`config.mk`:
```
export PLATFORM = sky130hd
export DESIGN_NAME = ipid_apb_regs
export DESIGN_NICKNAME = d
export VERILOG_FILES = /design/src/ipid_pkg.sv /design/src/ipid_apb_regs.sv
export SDC_FILE = /design/constraint.sdc
export NUM_CORES = 1
export LEC_CHECK = 0
export BUFFER_PORTS_ARGS = -buffer_cell sky130_fd_sc_hd__buf_2
export CORE_MARGIN = 8
export CORE_UTILIZATION = 42
export DETAILED_ROUTE_END_ITERATION = 10
export PLACE_DENSITY = 0.87
export RECOVER_POWER = 50
export SYNTH_ARGS = -nofsm -noshare
export SYNTH_HDL_FRONTEND = slang
export SYNTH_SLANG_ARGS = --single-unit
```
`constraint.sdc`:
```
create_clock -name clk -period 1.48 [get_ports clk]
set_input_delay 0.296 -clock clk [delete_from_list [all_inputs] [get_ports clk]]
set_output_delay 0.296 -clock clk [all_outputs]
set_load 0.02 [all_outputs]
```
`src/ipid_pkg.sv`:
```
`timescale 1ns / 1ps

package ipid_pkg;

    // Palette storage
    localparam logic [8:0] PAL_DEPTH = 9'd256;
    localparam int PAL_AW = (PAL_DEPTH > 9'd1) ? $clog2(PAL_DEPTH) : 1;

    // Header layout, by byte position
    localparam logic [3:0] HDR_POS_MAGIC_END = 4'd4;
    localparam logic [3:0] HDR_POS_WIDTH_LO  = 4'd4;
    localparam logic [3:0] HDR_POS_WIDTH_HI  = 4'd5;
    localparam logic [3:0] HDR_POS_HEIGHT_LO = 4'd6;
    localparam logic [3:0] HDR_POS_HEIGHT_HI = 4'd7;
    localparam logic [3:0] HDR_POS_COUNT     = 4'd8;
    localparam logic [3:0] HDR_POS_LAST      = 4'd11;

    localparam logic [8:0] FULL_COUNT = 9'd256;

    localparam logic [7:0] MAGIC [4] = '{8'h4C, 8'h47, 8'h42, 8'h31};

    // Configuration register indexes (paddr[2])
    localparam logic REG_WIDTH  = 1'b0;
    localparam logic REG_HEIGHT = 1'b1;
    localparam int   APB_AW     = 3;

    typedef enum logic [1:0] {
        PH_HEADER  = 2'd0,
        PH_PALETTE = 2'd1,
        PH_PIXELS  = 2'd2
    } phase_t;

    typedef enum logic [1:0] {
        KIND_PIXEL = 2'd0,
        KIND_OK    = 2'd1,
        KIND_ERR   = 2'd2
    } kind_t;

    typedef enum logic [1:0] {
        ERR_NONE  = 2'd0,
        ERR_MAGIC = 2'd1,
        ERR_DIM   = 2'd2,
        ERR_LEN   = 2'd3
    } err_t;

    // Per-byte request from the parser to the lookup and output stage
    typedef struct packed {
        logic              pix;
        logic              stat;
        kind_t             kind;
        err_t              err;
        logic [PAL_AW-1:0] rd_addr;
        logic              wr_en;
        logic [PAL_AW-1:0] wr_addr;
        logic [31:0]       wr_data;
    } lookup_req_t;

endpackage

```
`src/ipid_apb_regs.sv`:
```
`timescale 1ns / 1ps

module ipid_apb_regs
    import ipid_pkg::*;
(
    input  logic              clk,
    input  logic              rst_n,
    input  logic              psel,
    input  logic              penable,
    input  logic              pwrite,
    input  logic [APB_AW-1:0] paddr,
    input  logic [31:0]       pwdata,
    output logic [31:0]       prdata,
    output logic              pready,
    output logic [15:0]       exp_width,
    output logic [15:0]       exp_height
);

    logic        wr_en;
    logic [15:0] width_reg;
    logic [15:0] height_reg;

    assign pready = 1'b1;
    assign wr_en  = psel && penable && pwrite;

    // Register writes in the access phase.
    always_ff @(posedge clk or negedge rst_n)
    begin
        if (!rst_n)
        begin
            width_reg  <= 16'd256;
            height_reg <= 16'd64;
        end
        else if (wr_en)
        begin
            if (paddr[2] == REG_WIDTH)
                width_reg <= pwdata[15:0];
            else
                height_reg <= pwdata[15:0];
        end
    end

    // Read mux.
    always_comb
    begin
        if (paddr[2] == REG_HEIGHT)
            prdata = {16'd0, height_reg};
        else
            prdata = {16'd0, width_reg};
    end

    assign exp_width  = width_reg;
    assign exp_height = height_reg;

endmodule

```
---- After elaboration in Yosys (flattened, before gate mapping) ----
Cells that the tools add are included.
cells by class
  muxes and demuxes ....................... 1
  bitwise operators ....................... 1
  reductions and logical operators ........ 4
operator list
  operator             count
  $mux W16             1
  $reduce_and A2 Y1    2
  $logic_and A1 B1 Y1  2
  $not A1 Y1           1
word-level totals
  flip-flop bits (word level) ............. 32
  input port bits ......................... 40
  logic and storage cells ................. 8

---- Logic depth before layout (Yosys ltp) ----
Gate-level depths: netlist (run 1).
  depth in word-level cells ............... 3
  depth in mapped cells ................... 4
  depth with buffers taken out ............ 2

---- Worst setup path after synthesis (run 1) ----
No wires, ideal clock.
  path kind ............................... input-to-output
  from .................................... in paddr[2]
  to ...................................... out prdata[10]
  data arrival time ....................... 1.025 ns
  setup slack ............................. 0.159 ns
  cell stages on the path ................. 3
  path buffers ............................ 2
  path through ............................ buf_6 buf_2 mux2_2
between the ends
  longest elaborated chain between the ends .. 1
ends and longest elaborated chain
  item         RTL line             text
  from (decl)  ipid_apb_regs.sv:11  input logic [APB_AW-1:0] paddr,
  $mux W16     ipid_apb_regs.sv:46  if (paddr[2] == REG_HEIGHT)
  to (decl)    ipid_apb_regs.sv:13  output logic [31:0] prdata,
Every way passes these cells.

---- Final worst setup path (run 1) ----
Same ends and word-level chain as after synthesis.

==> metrics.md, run 1 <==
| Metric | Value |
|---|---|
| Result of the run | completed |
| Maximum root-to-sink buffer count | 2 |
| Clock Tree Root | clkbuf_8 |
| Share of layout cells above drive strength 1 | between 60% and 70% |
| DRC Markers | 0 |
| Vias in the first global route | around 1200 |
| Post-synthesis register bit count | 32 |
| Initial Utilization | between 40 and 50% |
| Setup-violating endpoint count in the final report | 0 |
| Post-synthesis share of cell area spent on full adders, half adders and majority gates | 0% |
| Final total negative setup slack | 0 ns |
| P_int | approximately 2 mW |
| H-Tree Depth | 2 |
| Largest cells by area after synthesis | dfrtp_1, mux2_2, mux2_4 |
| Iteration-0 DRC count of the detailed router | 18 |
| Slew @ Worst Pin | approximately 0.75 ns |
| Row cnt | 22 |
| Clock group share of total power | between 20% and 30% |
| Switching power | 1.10 mW |
| Cell count after synthesis | between 100 and 150 |
| Post-synthesis sequential area ratio | around 50% |
| Overall power of the completed layout | 3.12 mW |
| Number of max-slew violations in the final report | 0 |
| Endpoints failing hold | 0 |
| Clock-pin transition on the worst setup and hold timing paths | around 0.060 ns |
| Library cells used by synthesis | 10 |
| Port Buffers | between 60 and 70 |
| Boundary Pins | around 110 |
| Number of violations of the max-capacitance limit | 0 |
| Logic gate share of total power | a little over a third |
| Total clock buffers created by CTS | 5 |
| Simple logic cell fraction of the synthesized area | ~2.8% |
| Wire length of the first global-routing pass | roughly 5700 µm |
| Mean number of vias per cell | about 4.6 |
| Average wire length per cell after detail routing | 15.4 µm |
| Maximum number of pins on one net before global-route repair | 33 |
| Synthesized cell area | about 1600 µm² |
| CP Class | in2out |
| Final design area excluding fillers | between 1500 and 2000 µm² |
| Slew Limit Headroom | between 40% and 50% |
| First-pass iteration count of the detailed router | 2 |
| Standby leakage power | 1.01 nW |
| Achievable frequency | ~700 MHz |
| Largest area contributor in the netlist | dfrtp_1 |
| WP data arrival | about 1.1 ns |
| Complex-gate fraction of the synthesized area | 0% |
| Worst Setup End Kind | output port |
| Fraction of synthesized cell area taken by the top area cell type | 46.9% |
| Worst setup slack after placement | ~0.027 ns |
| # diodes | 0 |
| Floorplan core area | between 3000 and 4000 µm² |
| Highest net fanout along the worst path | 7 |
| Overflow after GRT | 0 |
| RSZ-0062 raised after global routing | false |
| Insertion delay to the later sink of the worst-skew pair | between 0.2 and 0.3 ns |
| Post-Place Cell Area | around 2000 µm² |
| X dimension of the die | 77.7 µm |
| Worst min path class | in2async |
| Power density over the cells | ~1600 nW/µm² |
| Area delta synth->final | 23.8% |
| Filler Cell Count | around 320 |
| Synthesis Warnings | 0 |
| Detailed-route via count | between 1000 and 1500 |
| Avg Synthesized Cell Area | 15.2 µm² |
| Sw frac | between 30% and 40% |
| CTS Sinks | 32 |
| Required @ worst endpoint | ~1.2 ns |
| Die Area | a little over 6000 µm² |
| Total GRT Usage | approximately an eighth |
| Die Span Y | 77.7 µm |
| Final RePlAce weighted congestion | ~0.83 |
| Total Wirelength | 3540 µm |
| Minimum period implied by the final worst setup slack | between 1 and 1.5 ns |
| Post CTS Setup Buffer Count | 0 |
| Setup skew after layout | 0 ns |
| Number of nets at the end of the flow | about 220 |
| Number of routed nets with antenna violations | 0 |
| Largest vdd supply drop | slightly below 0.0009 V |
| Post-route clock period utilization | 96.9% |
| Relative contribution of sequential cells to total power | between 30% and 40% |
| Type of element launching the critical path | input port |
| Hold_buf cts | 0 |
| Number of instances resized during post-cts repair | 0 |
| Clock tree from TritonCTS | done |
| Xor and xnor area share after synthesis | 0% |
| Main combinational cell family by area after synthesis | multiplexers |
| Antenna violations before repair | 0 |
| Share of synthesized area spent on multiplexers | roughly 36% |
| Post-route worst setup slack | roughly 0.046 ns |
| Detailed Place HPWL | around 2800 µm |
==> kinds of logic (layout without fill, tap and decap cells) <==
group | Yosys count | after routing
other cells | 2 | 17
mux | 48 | 48
buf+inv | 21 | 83
simple gates | 2 | 2
flops | 32 | 32
==> cell usage after synthesis (all sizes together) <==
cell / count
conb: 2
dfstp: 2
buf: 21
nand4: 1
nand4b: 1
mux2: 48
dfrtp: 30
==> state kept, by name, summed over array words and instances (netlist names) <==
signal / count
exp_width: 16
exp_height: 16
==> final cells by class <==
cell class	count	area, µm²	share of cell area, %
tap	48	60.1	3.03
sequential	32	803	40.5
timing repair buffer	75	378	19.1
multi-input combinational	67	633	31.9
clock buffer	6	72.6	3.66
clock inverter	2	35.0	1.77
==> routing by layer <==
layer	global-route usage, %	wire [µm]	part of all wire, %	vias to the layer above
li1	-	-	-	491
met1	11.7	1340	38	514
met2	20.8	1870	53	45
met3	5.41	277	7.8	5
met4	5.66	55	1.6	0
met5	0	0	0	-
==> final timing paths <==
check / startpoint / to / cells after the start / slack, ns
hold / removal: rst_n / exp_width[15]$_DFFE_PN0P_ / 2 / 0.16
setup / recovery: paddr[2] / prdata[10] / 4 / 0.05
hold reg to reg: exp_width[6]$_DFFE_PN0P_ / exp_width[6]$_DFFE_PN0P_ / 1 / 0.52
setup reg to reg: exp_width[0]$_DFFE_PN0P_ / exp_width[0]$_DFFE_PN0P_ / 1 / 0.65
max in group asynchronous: rst_n / exp_width[5]$_DFFE_PN0P_ / 2 / 0.84
min in group clk: pwdata[6] / exp_width[6]$_DFFE_PN0P_ / 2 / 0.24
==> worst max-delay path, cell delays in order <==
cell and delay [ns]:
buf_2 0.17, buf_4 0.17, mux2_2 0.33, buf_2 0.16
==> power by group through the flow <==
stage / logic, mW / registers (mW) / clock network (mW)
2_1_floorplan: 0.560 / 1.46 / 0
3_3_place_gp: 1.16 / 1.22 / 0
3_5_place_dp: 1.18 / 1.23 / 0
4_1_cts: 1.18 / 1.22 / 0.823
5_1_grt: 1.18 / 1.25 / 0.860
6_report: 1.11 / 1.22 / 0.797
==> layout by cell type (no fill, tap or decap) <==
master     netlist  final
clkbuf_1         0      7
clkinv_2         0      1
clkbuf_8         0      5
mux2_1           0      8
bufinv_16        0      1
buf_4           17      4
conb_1           2     17
buf_2            1     63
nand4b_1         0      1
mux2_2          38     38
dfrtp_1         30     30
dfstp_2          2      2
clkbuf_2         0      2
mux2_4          10      2
nand4_2          0      1
==> metrics by stage <==
stage,util (%),cells,hold WS (ns)
6_report,54.1,230,0.160
5_1_grt,54.1,230,0.232
4_1_cts,56.3,230,0.0323
3_5_place_dp,53.3,222,0.338
3_3_place_gp,53.3,222,0.332
2_1_floorplan,-,120,0.000409
Note: power is estimated with default switching activity, not from simulation.
==> run 2: changes to the inputs <==
--- a/config.mk
+++ b/config.mk
@@ -8,6 +8,8 @@
 export BUFFER_PORTS_ARGS = -buffer_cell sky130_fd_sc_hd__buf_2
+export CELL_PAD_IN_SITES_DETAIL_PLACEMENT = 1
+export CELL_PAD_IN_SITES_GLOBAL_PLACEMENT = 1
 export CORE_MARGIN = 8
-export CORE_UTILIZATION = 42
+export CORE_UTILIZATION = 31
 export DETAILED_ROUTE_END_ITERATION = 10
-export PLACE_DENSITY = 0.87
+export PLACE_DENSITY = 0.86
 export RECOVER_POWER = 50
==> constraint.sdc (replaced) <==
create_clock -name clk -period 1.48 [get_ports clk]
set_input_delay 0 -clock clk [delete_from_list [all_inputs] [get_ports clk]]
set_output_delay 0 -clock clk [all_outputs]
set_load 0.02 [all_outputs]
==> run 2 against run 1 <==
  * Routed wire length is 29% higher
  * Sequential power hardly changed
  * Worst setup slack better by 0.31 ns
  * Flip-flop and latch count stayed put
  * Critical endpoint is now prdata[7]
  * Design area is 7.4% higher
  * Power is 3.3% lower
==> metrics.md, run 2 (synthesized netlist as in run 1, its figures left out) <==
| Metric | Value |
|---|---|
| Result of the run | completed (unchanged) |
| Average wire length per cell after detail routing | 17.3 µm (was 15.4 µm) |
| Floorplan core area | 5040 µm² (was 3660 µm²) |
| Number of nets at the end of the flow | 233 (was 221) |
| Clock Tree Root | clkbuf_8 (unchanged) |
| Required @ worst endpoint | 1.48 ns (was 1.18 ns) |
| Standby leakage power | 1.02 nW (was 1.01 nW) |
| Row cnt | 26 (was 22) |
| Final total negative setup slack | 0 ns (unchanged) |
| Total area of multi-input combinational cells | 671 µm² (was 633 µm²) |
| Power density over the cells | 1420 nW/µm² (was 1580 nW/µm²) |
| Minimum period implied by the final worst setup slack | 1.13 ns (was 1.43 ns) |
| Highest net fanout along the worst path | 3 (was 7) |
| RSZ-0062 raised after global routing | false (unchanged) |
| Detailed Place HPWL | 3160 µm (was 2830 µm) |
| Share of layout cells above drive strength 1 | 49.5% (was 65.4%) |
| CTS Sinks | 32 (unchanged) |
| Relative contribution of sequential cells to total power | 40.6% (was 39.0%) |
| Endpoints failing hold | 0 (unchanged) |
| WP data arrival | 1.13 ns (was 1.14 ns) |
| Total clock buffers created by CTS | 5 (unchanged) |
| Type of element launching the critical path | register (was input port) |
| Worst Setup End Kind | output port (unchanged) |
| Insertion delay to the later sink of the worst-skew pair | 0.27 ns (was 0.28 ns) |
| Overflow after GRT | 0 (unchanged) |
| Largest vdd supply drop | 0.000548 V (was 0.000875 V) |
| Slew @ Worst Pin | 0.836 ns (was 0.753 ns) |
| Total Wirelength | 4570 µm (was 3540 µm) |
| Antenna violations before repair | 0 (unchanged) |
| Achievable frequency | 888 MHz (was 697 MHz) |
| Setup-violating endpoint count in the final report | 0 (unchanged) |
| Clock group share of total power | 20.8% (was 25.5%) |
| Vias in the first global route | 1308 (was 1150) |
| Number of standard cells in the layout, taps in and fillers out | 264 (was 230) |
| Worst min path class | in2reg (was in2async) |
| Clock-pin transition on the worst setup and hold timing paths | 0.06 ns (about the same) |
| Die Area | 7720 µm² (was 6040 µm²) |
| Die Span Y | 87.9 µm (was 77.7 µm) |
| Cell count of the worst reg-to-reg path | 1 (unchanged) |
| Iteration-0 DRC count of the detailed router | 46 (was 18) |
| Sw frac | 38.3% (was 35.3%) |
| CP Class | reg2out (was in2out) |
| Post-Place Cells | 239 (was 222) |
| H-Tree Depth | 2 (unchanged) |
| Initial Utilization | 31.7% (was 43.7%) |
| Worst hold path cell count | 3 |
| Port Buffers | 69 (unchanged) |
| Filler Cell Count | 580 (was 323) |
| Number of violations of the max-capacitance limit | 0 (unchanged) |
| Post-route clock period utilization | 76.1% (was 96.9%) |
| Total GRT Usage | 12.3% (was 11.9%) |
| Mean number of vias per cell | 4.22 (was 4.59) |
| Hold slack | 0.379 ns (was 0.160 ns) |
| # diodes | 0 (unchanged) |
| Clock tree from TritonCTS | done (unchanged) |
| Boundary Pins | 105 (unchanged) |
| Switching power | 1.16 mW (was 1.10 mW) |
| Detailed-route via count | 1115 (was 1055) |
| DRC Markers | 0 (unchanged) |
| Area delta synth->final | 33.0% (was 23.8%) |
| Logic gate share of total power | 38.6% (was 35.5%) |
| Storage element area | 803 µm² (unchanged) |
| Number of max-slew violations in the final report | 0 (unchanged) |
| Setup skew after layout | 0 ns (unchanged) |
| P_int | 1.86 mW (was 2.02 mW) |
| Maximum number of pins on one net before global-route repair | 33 (unchanged) |
| Final RePlAce weighted congestion | 0.677 (was 0.828) |
| Maximum root-to-sink buffer count | 2 (unchanged) |
| First-pass iteration count of the detailed router | 4 (was 2) |
| Wire length of the first global-routing pass | 7070 µm (was 5680 µm) |
| Number of routed nets with antenna violations | 0 (unchanged) |
| Slew Limit Headroom | 44.2% (was 49.8%) |
| X dimension of the die | 87.9 µm (was 77.7 µm) |
| Most frequent cells in the layout | mux2_2, buf_2, clkbuf_1 (was buf_2, mux2_2, dfrtp_1) |
run 2: cell types whose count changed in the layout (fill, tap and decap cells not counted), sizes merged:
cell / delta
buf: -28
clkbuf: +24
dlygate4sd3: +17
bufinv: -1
run 2: final timing paths:
kind	endpoint	slack [ns]	startpoint
worst max register to register	exp_width[7]$_DFFE_PN0P_	0.66	exp_width[7]$_DFFE_PN0P_
min in group asynchronous	exp_width[6]$_DFFE_PN0P_	0.39	rst_n
worst min register to register	exp_height[0]$_DFFE_PN0P_	0.53	exp_height[0]$_DFFE_PN0P_
worst min-delay path	exp_width[7]$_DFFE_PN0P_	0.38	pwrite
worst max-delay path	prdata[7]	0.35	exp_width[7]$_DFFE_PN0P_
max in group asynchronous	exp_width[3]$_DFFE_PN0P_	0.57	rst_n
run 2: cell type report:
cell class                      instances  share of cell area, %
Timing Repair Buffer                   87                   22.8
Clock inverter                          1                  0.235
Clock buffer                            7                   3.59
Multi-Input combinational cell         67                   31.5
Sequential cell                        32                   37.7
Tap cell                               70                   4.12
run 2: critical path: stages (launching register included):
cell	delay (ns)
dfrtp_1	0.40
mux2_2	0.28
buf_2	0.17
run 2: power groups by stage:
stage	clock (mW)	combinational, mW	sequential (mW)
2_1_floorplan	0	0.560	1.46
3_5_place_dp	0	1.19	1.24
6_report	0.628	1.17	1.23
4_1_cts	0.668	1.23	1.22
3_3_place_gp	0	1.17	1.22
5_1_grt	0.726	1.24	1.26
run 2: repair_timing:
action                                 4_1_cts  5_1_grt
gates resized for setup                      0        0
endpoints found under the hold margin       62        0
hold buffers                                17        0
buffers inserted                             0        0
run 2: layer usage:
layer	share of wire (%)	routed length (µm)	global-route usage, %	vias up
met4	1.6	71	4.84	0
met1	32	1480	11.9	562
met3	5.8	265	3.94	4
li1	-	-	-	506
met5	0	0	0	-
met2	60	2750	23.5	43
run 2: through the flow:
step / util, % / setup WS, ns / instance area [µm²] / total power [mW]
global route: 42.2 / 0.297 / 2130 / 3.23
CTS: 43.3 / 0.355 / 2180 / 3.12
finish: 42.2 / 0.354 / 2130 / 3.02
global placement: 38.3 / 0.259 / 1930 / 2.39
detailed placement: 38.3 / 0.218 / 1930 / 2.43
floorplan: - / 0.547 / 1660 / 2.02
