$ cat src/ipid_pkg.sv
`timescale 1ns / 1ps

package ipid_pkg;

    // Palette storage
    localparam logic [8:0] PAL_DEPTH = 9'd256;
    localparam int PAL_AW = (PAL_DEPTH > 9'd1) ? $clog2(PAL_DEPTH) : 1;

    // Header layout, by byte position
    localparam logic [3:0] HDR_POS_MAGIC_END = 4'd4;
    localparam logic [3:0] HDR_POS_WIDTH_LO  = 4'd4;
    localparam logic [3:0] HDR_POS_WIDTH_HI  = 4'd5;
    localparam logic [3:0] HDR_POS_HEIGHT_LO = 4'd6;
    localparam logic [3:0] HDR_POS_HEIGHT_HI = 4'd7;
    localparam logic [3:0] HDR_POS_COUNT     = 4'd8;
    localparam logic [3:0] HDR_POS_LAST      = 4'd11;

    localparam logic [8:0] FULL_COUNT = 9'd256;

    localparam logic [7:0] MAGIC [4] = '{8'h4C, 8'h47, 8'h42, 8'h31};

    // Configuration register indexes (paddr[2])
    localparam logic REG_WIDTH  = 1'b0;
    localparam logic REG_HEIGHT = 1'b1;
    localparam int   APB_AW     = 3;

    typedef enum logic [1:0] {
        PH_HEADER  = 2'd0,
        PH_PALETTE = 2'd1,
        PH_PIXELS  = 2'd2
    } phase_t;

    typedef enum logic [1:0] {
        KIND_PIXEL = 2'd0,
        KIND_OK    = 2'd1,
        KIND_ERR   = 2'd2
    } kind_t;

    typedef enum logic [1:0] {
        ERR_NONE  = 2'd0,
        ERR_MAGIC = 2'd1,
        ERR_DIM   = 2'd2,
        ERR_LEN   = 2'd3
    } err_t;

    // Per-byte request from the parser to the lookup and output stage
    typedef struct packed {
        logic              pix;
        logic              stat;
        kind_t             kind;
        err_t              err;
        logic [PAL_AW-1:0] rd_addr;
        logic              wr_en;
        logic [PAL_AW-1:0] wr_addr;
        logic [31:0]       wr_data;
    } lookup_req_t;

endpackage

$ cat src/ipid_if.sv
`timescale 1ns / 1ps

// Input byte channel.
interface ipid_in_if;
    logic       valid;
    logic       ready;
    logic [7:0] data_byte;
    logic       last_byte;

    modport source (output valid, output data_byte, output last_byte, input ready);
    modport sink (input valid, input data_byte, input last_byte, output ready);
endinterface


$ cat src/ipid_parser.sv
`timescale 1ns / 1ps

module ipid_parser
    import ipid_pkg::*;
(
    input  logic        clk,
    input  logic        rst_n,
    ipid_in_if.sink     in_ch,
    input  logic        take_ok,
    input  logic [15:0] exp_width,
    input  logic [15:0] exp_height,
    output lookup_req_t req
);

    logic        accept;
    phase_t      phase_reg, phase_next;
    logic [3:0]  hdr_pos_reg, hdr_pos_next;
    logic [15:0] hdr_width_reg, hdr_width_next;
    logic [15:0] hdr_height_reg, hdr_height_next;
    logic [8:0]  entry_count_reg, entry_count_next;
    logic [7:0]  pal_entry_reg, pal_entry_next;
    logic [1:0]  pal_part_reg, pal_part_next;
    logic [23:0] partial_reg, partial_next;
    err_t        fault_reg, fault_next;
    logic [31:0] pix_count_reg, pix_count_next;
    logic [31:0] pixels_reg;
    logic        pix_lt;
    logic        ok_len;
    logic [7:0]  b;

    assign in_ch.ready = take_ok;
    assign accept      = in_ch.valid && take_ok;
    assign b           = in_ch.data_byte;
    assign pix_lt      = pix_count_reg < pixels_reg;

    // Pixel count of the blob, registered after the multiplier.
    always_ff @(posedge clk)
    begin
        pixels_reg <= 32'(hdr_width_reg) * 32'(hdr_height_reg);
    end

    // Next blob state and the request for this byte.
    always_comb
    begin
        phase_next       = phase_reg;
        hdr_pos_next     = hdr_pos_reg;
        hdr_width_next   = hdr_width_reg;
        hdr_height_next  = hdr_height_reg;
        entry_count_next = entry_count_reg;
        pal_entry_next   = pal_entry_reg;
        pal_part_next    = pal_part_reg;
        partial_next     = partial_reg;
        fault_next       = fault_reg;
        pix_count_next   = pix_count_reg;
        ok_len           = 1'b0;
        req              = '0;
        req.kind         = KIND_PIXEL;
        req.err          = ERR_NONE;

        unique case (phase_reg)
            PH_HEADER:
            begin
                hdr_pos_next = hdr_pos_reg + 4'd1;
                if (hdr_pos_reg < HDR_POS_MAGIC_END)
                begin
                    if (b != MAGIC[hdr_pos_reg[1:0]] && fault_next == ERR_NONE)
                        fault_next = ERR_MAGIC;
                end
                else if (hdr_pos_reg == HDR_POS_WIDTH_LO)
                    hdr_width_next = {8'd0, b};
                else if (hdr_pos_reg == HDR_POS_WIDTH_HI)
                    hdr_width_next = {b, hdr_width_reg[7:0]};
                else if (hdr_pos_reg == HDR_POS_HEIGHT_LO)
                    hdr_height_next = {8'd0, b};
                else if (hdr_pos_reg == HDR_POS_HEIGHT_HI)
                begin
                    hdr_height_next = {b, hdr_height_reg[7:0]};
                    if ((hdr_width_reg != exp_width || hdr_height_next != exp_height)
                        && fault_next == ERR_NONE)
                        fault_next = ERR_DIM;
                end
                else if (hdr_pos_reg == HDR_POS_COUNT)
                    entry_count_next = (b == 8'd0) ? FULL_COUNT : {1'b0, b};
                else if (hdr_pos_reg == HDR_POS_LAST)
                begin
                    phase_next   = PH_PALETTE;
                    hdr_pos_next = '0;
                end
            end
            PH_PALETTE:
            begin
                pal_part_next = pal_part_reg + 2'd1;
                unique case (pal_part_reg)
                    2'd0: partial_next = {16'd0, b};
                    2'd1: partial_next = {8'd0, b, partial_reg[7:0]};
                    2'd2: partial_next = {b, partial_reg[15:0]};
                    default:
                    begin
                        req.wr_en      = accept && ({1'b0, pal_entry_reg} < PAL_DEPTH);
                        req.wr_addr    = pal_entry_reg[PAL_AW-1:0];
                        req.wr_data    = {b, partial_reg};
                        pal_entry_next = pal_entry_reg + 8'd1;
                        if ({1'b0, pal_entry_reg} + 9'd1 >= entry_count_reg)
                        begin
                            phase_next = PH_PIXELS;
                            ok_len     = (pixels_reg == 32'd0);
                        end
                    end
                endcase
            end
            PH_PIXELS:
            begin
                if (!pix_lt)
                begin
                    if (fault_next == ERR_NONE)
                        fault_next = ERR_LEN;
                end
                else
                begin
                    pix_count_next = pix_count_reg + 32'd1;
                    ok_len         = (pix_count_next == pixels_reg);
                    if (fault_reg == ERR_NONE)
                    begin
                        req.pix = accept;
                        if ({1'b0, b} < entry_count_reg && {1'b0, b} < PAL_DEPTH)
                            req.rd_addr = b[PAL_AW-1:0];
                    end
                end
            end
            default:
            begin
                phase_next = PH_HEADER;
            end
        endcase

        // Closing status on the last byte, then back to a fresh blob.
        if (in_ch.last_byte)
        begin
            if (!ok_len && fault_next == ERR_NONE)
                fault_next = ERR_LEN;
            req.stat         = accept;
            req.kind         = (fault_next == ERR_NONE) ? KIND_OK : KIND_ERR;
            req.err          = fault_next;
            phase_next       = PH_HEADER;
            hdr_pos_next     = '0;
            hdr_width_next   = '0;
            hdr_height_next  = '0;
            entry_count_next = '0;
            pal_entry_next   = '0;
            pal_part_next    = '0;
            partial_next     = '0;
            fault_next       = ERR_NONE;
            pix_count_next   = '0;
        end
    end

    // Blob state registers.
    always_ff @(posedge clk or negedge rst_n)
    begin
        if (!rst_n)
        begin
            phase_reg       <= PH_HEADER;
            hdr_pos_reg     <= '0;
            hdr_width_reg   <= '0;
            hdr_height_reg  <= '0;
            entry_count_reg <= '0;
            pal_entry_reg   <= '0;
            pal_part_reg    <= '0;
            partial_reg     <= '0;
            fault_reg       <= ERR_NONE;
            pix_count_reg   <= '0;
        end
        else if (accept)
        begin
            phase_reg       <= phase_next;
            hdr_pos_reg     <= hdr_pos_next;
            hdr_width_reg   <= hdr_width_next;
            hdr_height_reg  <= hdr_height_next;
            entry_count_reg <= entry_count_next;
            pal_entry_reg   <= pal_entry_next;
            pal_part_reg    <= pal_part_next;
            partial_reg     <= partial_next;
            fault_reg       <= fault_next;
            pix_count_reg   <= pix_count_next;
        end
    end

endmodule

$ cat src/flat_wrapper.sv
// flat-port wrapper written by rule: the top's interface ports become plain ports
module ipid_parser_flat import ipid_pkg::*;
  (clk, rst_n, take_ok, exp_width, exp_height, req, in_ch_valid, in_ch_data_byte, in_ch_last_byte, in_ch_ready);
  ipid_in_if in_ch_i ();
  input  logic clk;
  input  logic rst_n;
  input  logic take_ok;
  input  logic [15:0] exp_width;
  input  logic [15:0] exp_height;
  output lookup_req_t req;
  input wire logic [$bits(in_ch_i.valid)-1:0] in_ch_valid;
  input wire logic [$bits(in_ch_i.data_byte)-1:0] in_ch_data_byte;
  input wire logic [$bits(in_ch_i.last_byte)-1:0] in_ch_last_byte;
  output wire logic [$bits(in_ch_i.ready)-1:0] in_ch_ready;
  assign in_ch_i.valid = in_ch_valid;
  assign in_ch_i.data_byte = in_ch_data_byte;
  assign in_ch_i.last_byte = in_ch_last_byte;
  assign in_ch_ready = in_ch_i.ready;
  ipid_parser u_core (.clk(clk), .rst_n(rst_n), .in_ch(in_ch_i), .take_ok(take_ok), .exp_width(exp_width), .exp_height(exp_height), .req(req));
endmodule
$ cat config.mk
export PLATFORM = sky130hd
export DESIGN_NAME = ipid_parser_flat
export DESIGN_NICKNAME = d
export VERILOG_FILES = /design/src/ipid_pkg.sv /design/src/ipid_if.sv /design/src/ipid_parser.sv /design/src/flat_wrapper.sv
export SDC_FILE = /design/constraint.sdc
export NUM_CORES = 1
export LEC_CHECK = 0
export BUFFER_PORTS_ARGS = -buffer_cell sky130_fd_sc_hd__buf_2
export CORE_MARGIN = 2
export CORE_UTILIZATION = 25
export CTS_CLUSTER_DIAMETER = 150
export CTS_CLUSTER_SIZE = 28
export DETAILED_ROUTE_END_ITERATION = 8
export GPL_TIMING_DRIVEN = 0
export PLACE_DENSITY_LB_ADDON = 0.3
export SKIP_CTS_REPAIR_TIMING = 1
export SLEW_MARGIN = 10
export SYNTH_ARGS = -nofsm -noshare
export SYNTH_HDL_FRONTEND = slang
export SYNTH_SLANG_ARGS = --single-unit
$ cat constraint.sdc
create_clock -name clk -period 12.6 [get_ports clk]
set_clock_uncertainty 0.1 [all_clocks]
set_input_delay 1.26 -clock clk [delete_from_list [all_inputs] [get_ports clk]]
set_output_delay 1.26 -clock clk [all_outputs]
set_load 0.02 [all_outputs]
After elaboration in Yosys (flattened, before gate mapping)
Cells that the tools add are included.
{ "totals": {"regBits": 147, "latchBits": 0, "ram_bits": 0, "mem_bits_ro": 0, "input_bits": 45, "output_inout_bits": 56, "word_cells": 181, "mem_count": 0} }
{ "classes": {"n_addsub": 5, "mul": 1, "div": 0, "order_cmp": 5, "eq_ne": 32, "n_shift": 0, "n_mux": 83, "bitwise": 1, "reduce_logical": 39} }
{ "op_table": {"columns": ["operator", "count"], "rows": [
  ["two-way mux 16 bit", 12],
  ["two-way mux 32 bit", 3],
  ["two-way mux 41 bit", 2],
  ["two-way mux 9 bit", 9],
  ["two-way mux 8 bit", 9],
  ["one-hot mux 24 bit (3 select lines)", 1],
  ["two-way mux 2 bit", 25],
  ["two-way mux 24 bit", 2],
  ["two-way mux 4 bit", 9],
  ["adder 32 x 1 -> 32 bit (second input constant)", 1],
  ["== test 32 bit", 1],
  ["logical NOT 32 bit", 1],
  ["< comparator 32 bit", 1],
  ["multiplier 16 x 16 -> 32 bit", 1],
  ["!= test 16 bit", 2],
  ["!= test 3 bit (second input constant)", 7],
  ["binary-select mux 8 bit (select 2 bit)", 1],
  ["== test 4 x 3 -> 1 bit (second input constant)", 4],
  ["!= test 2 bit (second input constant)", 8],
  ["nonzero test 2 bit", 8],
  ["AND reduction 4 bit", 3],
  ["AND reduction 6 bit", 2],
  ["AND reduction 11 bit", 1],
  ["logical NOT 2 bit", 5],
  ["other kinds (31)", 48]
]} }

Depth between registers and ports, before layout
Gate-level depths: netlist of run 1.
{ "logic_depth": {"ltp_word": 17, "mapped_depth": 24, "mapped_depth_nobuf": 23} }

Worst setup path after synthesis of run 1
OpenSTA, ideal clock, no wires.
{ "synth_timing": {"path_kind": "reg2reg", "from": "register u_core.hdr_height_reg[7]", "to": "register u_core.pixels_reg[25]", "arrival_ps": 6087, "setup_slack_ps": 6355, "stages_incl_launch_ff": 25, "period_less_slack_ps": 6245, "path_cell_list": "dfrtp_1 clkbuf_1 clkbuf_1 nand2_1 fa_1 inv_1 fa_1 inv_1 fa_1 inv_1 fa_1 fa_1 inv_1 fa_1 inv_1 ha_1 a21o_1 a21o_1 a21o_1 a21o_1 a41o_1 a21oi_1 o21ai_0 nor4b_1 a211o_1"} }
{ "synth_between": {"elab_chain_cells": 1} }
{ "synth_lines": {"columns": ["item", "line", "rtl"], "rows": [
  ["start: declaration", "ipid_parser.sv:19", "logic [15:0] hdr_height_reg, hdr_height_next;"],
  ["start signal: assignment", "ipid_parser.sv:178", "hdr_height_reg <= hdr_height_next;"],
  ["multiplier 16 x 16 -> 32 bit", "ipid_parser.sv:39", "pixels_reg <= 32'(hdr_width_reg) * 32'(hdr_height_reg);"],
  ["end signal: assignment", "ipid_parser.sv:39", null],
  ["end: declaration", "ipid_parser.sv:26", "logic [31:0] pixels_reg;"]
]} }
No other way between the ends.
A chain may end at the register's enable or synchronous reset.

Worst setup path after layout of run 1
{ "layout_timing": {"from": "register u_core.hdr_width_reg[4]", "to": "register u_core.pixels_reg[30]"} }
{ "layout_between": {"elab_chain_cells": 1} }
{ "layout_lines": {"columns": ["item", "line", "rtl"], "rows": [
  ["start: declaration", "ipid_parser.sv:18", "logic [15:0] hdr_width_reg, hdr_width_next;"],
  ["start signal: assignment", "ipid_parser.sv:177", "hdr_width_reg <= hdr_width_next;"],
  ["multiplier 16 x 16 -> 32 bit", "ipid_parser.sv:39", null]
]} }
No other way between the ends.

==> impl_metrics.toml, run 1 <==
[run_status]
status = "finished, final reports clean"

[sta]
setup_viol = 0
report.final.hold_viol_count = 0
worst_pin_slew_ps = 1180
drv_slew = 0
fmax_mhz = 129
rsz0062_at_grt = "no"
relSlewSlack = 0.208
fin_crit_sh = 0.616
tns_ps = 0
post-route-min-period_ps = 7760

[global_routing]
grt_max_degree = 70
met3_usage = 0.0254
grtUsageTotal = 0.159
grt_pass1_wl_um = 91100
grt_busiest_layer = "met2"
grt.overflow.total = 0
grt_antenna_before_repair = 1
grtUsageMet2 = 0.261
grt_pass1_vias = 15500
use_met1 = 0.217

[worst_hold_path]
min_path_type = "reg2reg"

[critical_path]
cp.required_ps = 12870
crit_top_cell = "fa_1"
critPathSlowestCell = "a2111oi_0"
end_kind = "flop"
worstSetupPathType = "reg2reg"
crit_fanout = 10
crit_arrival_ps = 8020
path_cells = "clkbuf_1, clkbuf_1, and2_1, fa_1, inv_1, fa_1, fa_1, fa_1, inv_1, fa_1, inv_1, fa_1, inv_1, ha_1, a21o_1, a2111oi_0, a211oi_1, o2111ai_1, a31oi_1, o21a_1, nor2_1, xnor2_1"
critPathCapture = "u_core.pixels_reg[30]"
critPathLaunch = "u_core.hdr_width_reg[4]"
r2r_slack_ps = 4840
timing.rr.start = "u_core.hdr_width_reg[4]"
worstReg2RegEnd = "u_core.pixels_reg[30]"
cpPeakStageDelay_ps = 950
worstRegToRegCells = 22
start_kind = "flop"

[floorplan]
core_mm2 = 0.0712
dieArea_mm2 = 0.0739
die_w_um = 272
core.rowCount = 98
io_pins = 101
start_util = 0.252
dieHeight_um = 272

[cells_and_area]
antennaDiodeCount = 0
final_cells = 3129
syn_to_final_growth_pct = 12.9
n_fill_cell = 7566
seq_area_mm2 = 0.00352
multiInputGateArea_mm2 = 0.0129
layout-drive-gt1-share = 0.0812
final_nets = 2571

[routing]
drt-wirelength-per-cell_um = 18.6
antenna_left = 0
finalWirelength_um = 58300
remaining_drc_errors = 0
first_iter_violations = 983
num_vias = 15000
avgViaCountPerCell = 4.79
drt-pass1-iter-count = 6

[clock_network]
cts_buffers = 17
clock_path_buffers = 2
htree_levels = 4
clk_pin_slew_ps = 60
clockRootBuffer = "clkbuf_16"
clk_latency_ps = 440
tritoncts = "done"
cts_num_sinks = 147

[synthesis]
netlist_top_cells_area = "fa_1, dfrtp_1, ha_1, inv_1, nand2_1"
synth_area_leader_cell = "fa_1"
yosys_most_used_dff = "dfrtp_1"
synth_most_common_cell = "inv_1"
netlist_area_mm2 = 0.0179
synth_seq_cells = 147
synthDistinctLibCells = 76
avgSynthCellArea_um2 = 8.76
synth_top_area_frac = 0.217
synth_edf_count = 0
synthesis.nets = 2453
async_flop_share = 0.782
synth_seq_area_share = 0.196
synth_cells = 2048
synth_warnings = 0
synthTopCellsByCount = "inv_1, nand2_1, fa_1"

[power_and_ir_drop]
leakagePower_nw = 9.61
ir_drop_v = 0.000156
power_density_mw_per_mm2 = 169

[place]
gp_congestion = 0.911
io_buffers = 98
dpl.cell_count = 3097
hpwl_um = 47100

[flow_run]
maxCapViolations = 0
power breakdown:
part	leakage [nW]	switching, W	total, W	internal (W)
Clock	0.298	0.000222	0.000517	0.000296
Combinational	7.56	0.00134	0.00214	0.000796
Sequential	1.75	0.000159	0.000764	0.000606
Total	9.61	0.00172	0.00342	0.00170
cells by family (layout without fill, tap and decap cells):
family | after synthesis | in the layout | share of synthesized area
multiplexers | 36 | 36 | 0.0213
AO/OA/AOI/OAI | 315 | 315 | 0.117
adder cells (fa/ha/maj) | 360 | 360 | 0.332
XOR/XNOR | 115 | 115 | 0.0566
flip-flops | 147 | 147 | 0.196
buffers and inverters | 404 | 535 | 0.0866
AND/OR/NAND/NOR | 671 | 671 | 0.190
area by class of cell:
class / count / share of cell area
buffer: 121 / 0.0242
clock buffer: 21 / 0.0254
clock inverter: 11 / 0.00432
inverter: 283 / 0.0524
multi-input combinational: 1497 / 0.635
sequential: 147 / 0.174
tap: 950 / 0.0587
timing repair buffer: 99 / 0.0259
per-layer routing:
metal,share of wire,vias to the layer above
met5,0.00014,-
met4,0.027,2
met3,0.053,82
met2,0.46,434
met1,0.46,7513
li1,-,6943
worst max-delay path, delay by kind of cell, from the launching register on:
kind,cells,cell delay [ps]
fa+ha+maj,7,3130
compound gates,6,2140
buf+inv,6,1490
simple gates,2,350
xor+xnor,1,130
flops,1,320
metrics by stage:
step / total power, W / utilization / hold slack, ps / setup WS (ps) / area [um2]
2_1_floorplan: 0.00217 / - / 341 / 6350 / 17900
3_5_place_dp: 0.00289 / 0.276 / 365 / 4880 / 19600
5_1_grt: 0.00374 / 0.284 / 395 / 4480 / 20300
4_1_cts: 0.00343 / 0.284 / 379 / 4900 / 20200
6_report: 0.00342 / 0.284 / 381 / 4840 / 20300
3_3_place_gp: 0.00287 / 0.275 / 363 / 4950 / 19600
worst min path at each step:
stage	startpoint	endpoint	cells past startpoint	slack (ps)
6_report	u_core.partial_reg[17]	u_core.partial_reg[17]	2	380
3_3_place_gp	u_core.partial_reg[8]	u_core.partial_reg[8]	2	360
4_1_cts	u_core.partial_reg[9]	u_core.partial_reg[9]	2	380
2_1_floorplan	u_core.partial_reg[10]	u_core.partial_reg[10]	2	340
5_1_grt	u_core.partial_reg[9]	u_core.partial_reg[9]	2	400
3_5_place_dp	u_core.partial_reg[9]	u_core.partial_reg[9]	2	360
cell usage in the layout (no fill, tap or decap), drive strengths merged, types with 39 or more instances in the layout:
cell type	count
a21o	40
a21oi	39
and2	137
and3	54
buf	115
clkbuf	126
dfrtp	115
fa	194
ha	166
inv	287
nand2	264
nor2	66
o21ai	107
xnor2	86
No activity file was read; power rests on OpenSTA's default activity.
==> inputs of run 2 (changes only) <==
clock period = 6.66 ns   (was 12.6 ns; I/O delays follow)
==> impl_metrics.toml, run 2 (synthesis gave the netlist of run 1 again) <==
[place]
placed_area_mm2 = 0.0196
gp_congestion = 0.911
hpwl_um = 47100
dpl.cell_count = 3097
io_buffers = 98
dp_slack_ps = -1060

[cells_and_area]
syn_to_final_growth_pct = 14.4
final_cell_mix = "inv_1, nand2_1, fa_1"
layout_commonest_cell = "inv_1"
n_fill_cell = 7559
fin_area_mm2 = 0.0205
final_core_util = 0.288
layout-drive-gt1-share = 0.121
final_cells = 3129
multiInputGateArea_mm2 = 0.0129
seq_area_mm2 = 0.00355
final_nets = 2570

[critical_path]
worstRegToRegCells = 21
worstReg2RegEnd = "u_core.pixels_reg[30]"
worstSetupPathType = "reg2reg"
cp.required_ps = 6890
crit_fanout = 10
critPathLaunch = "u_core.hdr_width_reg[10]"
end_kind = "flop"
timing.rr.start = "u_core.hdr_width_reg[10]"
r2r_slack_ps = 160
start_kind = "flop"
crit_arrival_ps = 6730

[global_routing]
grt_antenna_before_repair = 1
grt.overflow.total = 0
grt_max_degree = 70
grt_pass1_wl_um = 91100
grtUsageTotal = 0.159
grt_pass1_vias = 15500

[sta]
fmax_mhz = 154
report.final.hold_viol_count = 0
drv_slew = 0
worst_slack_ps = 157
worst_pin_slew_ps = 1160
post-route-min-period_ps = 6500
holdWs_ps = 62.5
setup_viol = 0
fin_crit_sh = 0.976
relSlewSlack = 0.218

[clock_network]
clk_pin_slew_ps = 70
tritoncts = "done"
clockRootBuffer = "clkbuf_16"
clk_latency_ps = 440
clock_path_buffers = 2
cts_num_sinks = 147
cts_buffers = 17
htree_levels = 4

[routing]
drt-pass1-iter-count = 5
num_vias = 15000
avgViaCountPerCell = 4.79
remaining_drc_errors = 0
first_iter_violations = 1015
drt-wirelength-per-cell_um = 18.8
finalWirelength_um = 58900
antenna_left = 0

[power_and_ir_drop]
ir_drop_v = 0.000242
power_density_mw_per_mm2 = 322
leakagePower_nw = 9.77

[floorplan]
core.rowCount = 98
dieArea_mm2 = 0.0739
io_pins = 101
start_util = 0.252
die_w_um = 272
core_mm2 = 0.0712
dieHeight_um = 272

[worst_hold_path]
min_path_type = "in2async"

[flow_run]
maxCapViolations = 0

[run_status]
status = "finished, final reports clean"
[run 2: cell count changes in the layout (fill, tap and decap cells not counted), sizes merged]
cell and change:
clkbuf -24, buf +23, diode +1
[run 2: area by class of cell]
| class | count | area share |
|---|---|---|
| antenna | 1 | 0.000122 |
| buffer | 100 | 0.0241 |
| clock buffer | 21 | 0.0251 |
| clock inverter | 11 | 0.00427 |
| inverter | 283 | 0.0518 |
| multi-input combinational | 1497 | 0.631 |
| sequential | 147 | 0.173 |
| tap | 950 | 0.0579 |
| timing repair buffer | 119 | 0.0329 |
[run 2: how the worst max path moves through the flow]
stage / end / depth (start not counted)
2_1_floorplan: u_core.pixels_reg[25] / 24
3_3_place_gp: u_core.pixels_reg[30] / 22
3_5_place_dp: u_core.pixels_reg[30] / 21
4_1_cts: u_core.pixels_reg[30] / 21
5_1_grt: u_core.pixels_reg[30] / 22
6_report: u_core.pixels_reg[30] / 21
[run 2: critical path, cell delays in order (launching register included)]
cell       delay, ps
dfrtp_2          540
clkbuf_4         290
nand2_1          100
fa_1             520
fa_1             480
fa_1             570
inv_1             60
fa_1             480
fa_1             490
inv_1             50
fa_1             490
inv_1             50
ha_1             410
nand3_1          190
nor4_2           320
nor2_1           140
a211oi_2         360
o2111ai_2        180
a31oi_1          240
o21a_1           140
nor2_1            40
xnor2_1          120
[run 2: power breakdown]
part / internal [W] / total [W] / switching, W
clock network: 0.000559 / 0.000979 / 0.000420
logic: 0.00159 / 0.00400 / 0.00242
registers: 0.00116 / 0.00163 / 0.000468
[run 2: metal layers]
layer	vias to the layer above	GRT usage	share of wire
met3	75	0.0254	0.050
met1	7542	0.217	0.46
met5	-	0	0.00014
met4	2	0.0453	0.025
li1	6952	-	-
met2	412	0.261	0.46
[run 2: through the flow]
step	setup TNS, ps	power [W]
3_3_place_gp	-7720	0.00542
5_1_grt	-76.2	0.00719
6_report	0	0.00661
4_1_cts	-8750	0.00649
3_5_place_dp	-8710	0.00547
2_1_floorplan	0	0.00410
==> inputs of run 3 (changes only) <==
ABC_AREA = 1   (was default)
==> impl_metrics.toml, run 3 <==
[place]
gp_congestion = 0.870
hpwl_um = 46000
placed_area_mm2 = 0.0197
io_buffers = 99

[synthesis]
synth_seq_cells = 147
synthDistinctLibCells = 49
synth_area_leader_cell = "fa_1"
synth_most_common_cell = "nand2_1"
synth_edf_count = 0
synth_cells = 2435
synth_seq_area_share = 0.196
netlist_top_cells_area = "fa_1, dfrtp_1, nand2_1, inv_1, ha_1"
synth_warnings = 0
synth_top_area_frac = 0.216
synthTopCellsByCount = "nand2_1, inv_1, fa_1"
synthesis.nets = 2840
yosys_most_used_dff = "dfrtp_1"
avgSynthCellArea_um2 = 7.39
netlist_area_mm2 = 0.0180
async_flop_share = 0.782

[critical_path]
critPathSlowestCell = "dfrtp_1"
path_buf_inv = 5
cpPeakStageDelay_ps = 620
worstReg2RegEnd = "u_core.pixels_reg[27]"
start_kind = "flop"
worstRegToRegCells = 20
worstSetupPathType = "reg2reg"
timing.rr.start = "u_core.hdr_width_reg[13]"
crit_arrival_ps = 6650
r2r_slack_ps = 260
cp.required_ps = 6910
crit_top_cell = "fa_1"
path_cells = "clkbuf_2, nand2_1, fa_1, fa_1, fa_1, inv_1, fa_1, fa_1, inv_1, fa_1, inv_1, ha_1, a21oi_1, inv_1, nor2_1, a21boi_1, o21ai_0, nand2_1, o211ai_1, xor2_1"
end_kind = "flop"
crit_fanout = 10
crit_family = "adder cells"

[global_routing]
grt.overflow.total = 0
grt_antenna_before_repair = 2
grt_max_degree = 84
grt_pass1_wl_um = 88700
grtUsageTotal = 0.155
grt_pass1_vias = 15600

[routing]
finalWirelength_um = 56000
drt-wirelength-per-cell_um = 16.0
num_vias = 15500
antenna_left = 0
drt-pass1-iter-count = 5
avgViaCountPerCell = 4.42
remaining_drc_errors = 0
first_iter_violations = 1045

[clock_network]
clockRootBuffer = "clkbuf_16"
clk_latency_ps = 470
htree_levels = 4
cts_num_sinks = 147
tritoncts = "done"
clk_pin_slew_ps = 70
cts_buffers = 17
clock_path_buffers = 2

[worst_hold_path]
min_path_type = "in2async"

[floorplan]
core.rowCount = 98
start_util = 0.252
core_mm2 = 0.0714
die_w_um = 272
dieHeight_um = 272
dieArea_mm2 = 0.0741
io_pins = 101

[cells_and_area]
layout_commonest_cell = "nand2_1"
final_nets = 2938
syn_to_final_growth_pct = 12.8
final_cell_mix = "nand2_1, inv_1, fa_1"
fin_area_mm2 = 0.0203
layout-drive-gt1-share = 0.0848

[power_and_ir_drop]
clock_power_share = 0.136
p_comb_frac = 0.674
p_int_w = 0.00348
swShare = 0.524
power_density_mw_per_mm2 = 361
ir_drop_v = 0.000306
switchingPower_w = 0.00384
seqPwrFrac = 0.190
leakagePower_nw = 10.9

[sta]
worst_pin_slew_ps = 768
fin_crit_sh = 0.961
fmax_mhz = 156
drv_slew = 0
relSlewSlack = 0.488
post-route-min-period_ps = 6400
rsz0062_at_grt = "yes"
tns_ps = 0
setup_viol = 0
report.final.hold_viol_count = 0

[run_status]
status = "finished, final reports clean"

[flow_run]
maxCapViolations = 0
[run 3: kinds of logic after synthesis]
| kind of cell | count (synthesis) | synth area share |
|---|---|---|
| AO/OA/AOI/OAI | 265 | 0.0846 |
| XOR/XNOR | 63 | 0.0314 |
| adder cells (fa/ha/maj) | 360 | 0.331 |
| buffers and inverters | 655 | 0.138 |
| flip-flops | 147 | 0.196 |
| AND/OR/NAND/NOR | 945 | 0.219 |
[run 3: metal layers]
metal	GRT usage	routed length [um]
met5	0	13
met4	0.0503	1410
met3	0.0281	2840
met2	0.250	25500
met1	0.210	26200
[run 3: power by group through the flow]
stage | registers, W | clock network [W] | logic (W)
floorplan | 0.00121 | 0 | 0.00360
global route | 0.00141 | 0.00105 | 0.00568
finish | 0.00139 | 0.000996 | 0.00494
global placement | 0.00127 | 0 | 0.00506
detailed placement | 0.00127 | 0 | 0.00504
CTS | 0.00125 | 0.00102 | 0.00511
[run 3: worst max path at each step]
stage | depth (start not counted) | from | end
finish | 20 | u_core.hdr_width_reg[13] | u_core.pixels_reg[27]
global route | 22 | u_core.hdr_height_reg[9] | u_core.pixels_reg[24]
CTS | 21 | u_core.hdr_width_reg[12] | u_core.pixels_reg[27]
detailed placement | 21 | u_core.hdr_width_reg[12] | u_core.pixels_reg[27]
global placement | 21 | u_core.hdr_width_reg[12] | u_core.pixels_reg[27]
floorplan | 22 | u_core.hdr_width_reg[10] | u_core.pixels_reg[26]
[run 3: area by class of cell]
type                       count  area, um2
timing repair buffer         100        529
clock buffer                  21        483
multi-input combinational   1633      12000
tap                          950       1190
buffer                        69        318
sequential                   147       3540
antenna                        1       2.50
clock inverter                11        111
fill                        7927      51100
inverter                     565       2120
[run 3: worst reg2reg max path, delay by kind of cell, from the launching register on]
family | cells | cell delay [ps]
compound gates | 4 | 900
simple gates | 3 | 370
flops | 1 | 620
buf+inv | 5 | 670
xor+xnor | 1 | 150
fa+ha+maj | 7 | 3460
[run 3: per-stage QoR]
| stage | cells | total power, W | setup slack [ps] | utilization | hold WS [ps] |
|---|---|---|---|---|---|
| global route | 3497 | 0.00814 | -36.3 | 0.284 | 14.0 |
| floorplan | 2435 | 0.00480 | 919 | - | 270 |
| global placement | 3484 | 0.00633 | -616 | 0.276 | 369 |
| detailed placement | 3485 | 0.00631 | -562 | 0.276 | 373 |
| CTS | 3517 | 0.00737 | -593 | 0.284 | -9.42 |
| finish | 3497 | 0.00732 | 262 | 0.284 | 1.32 |
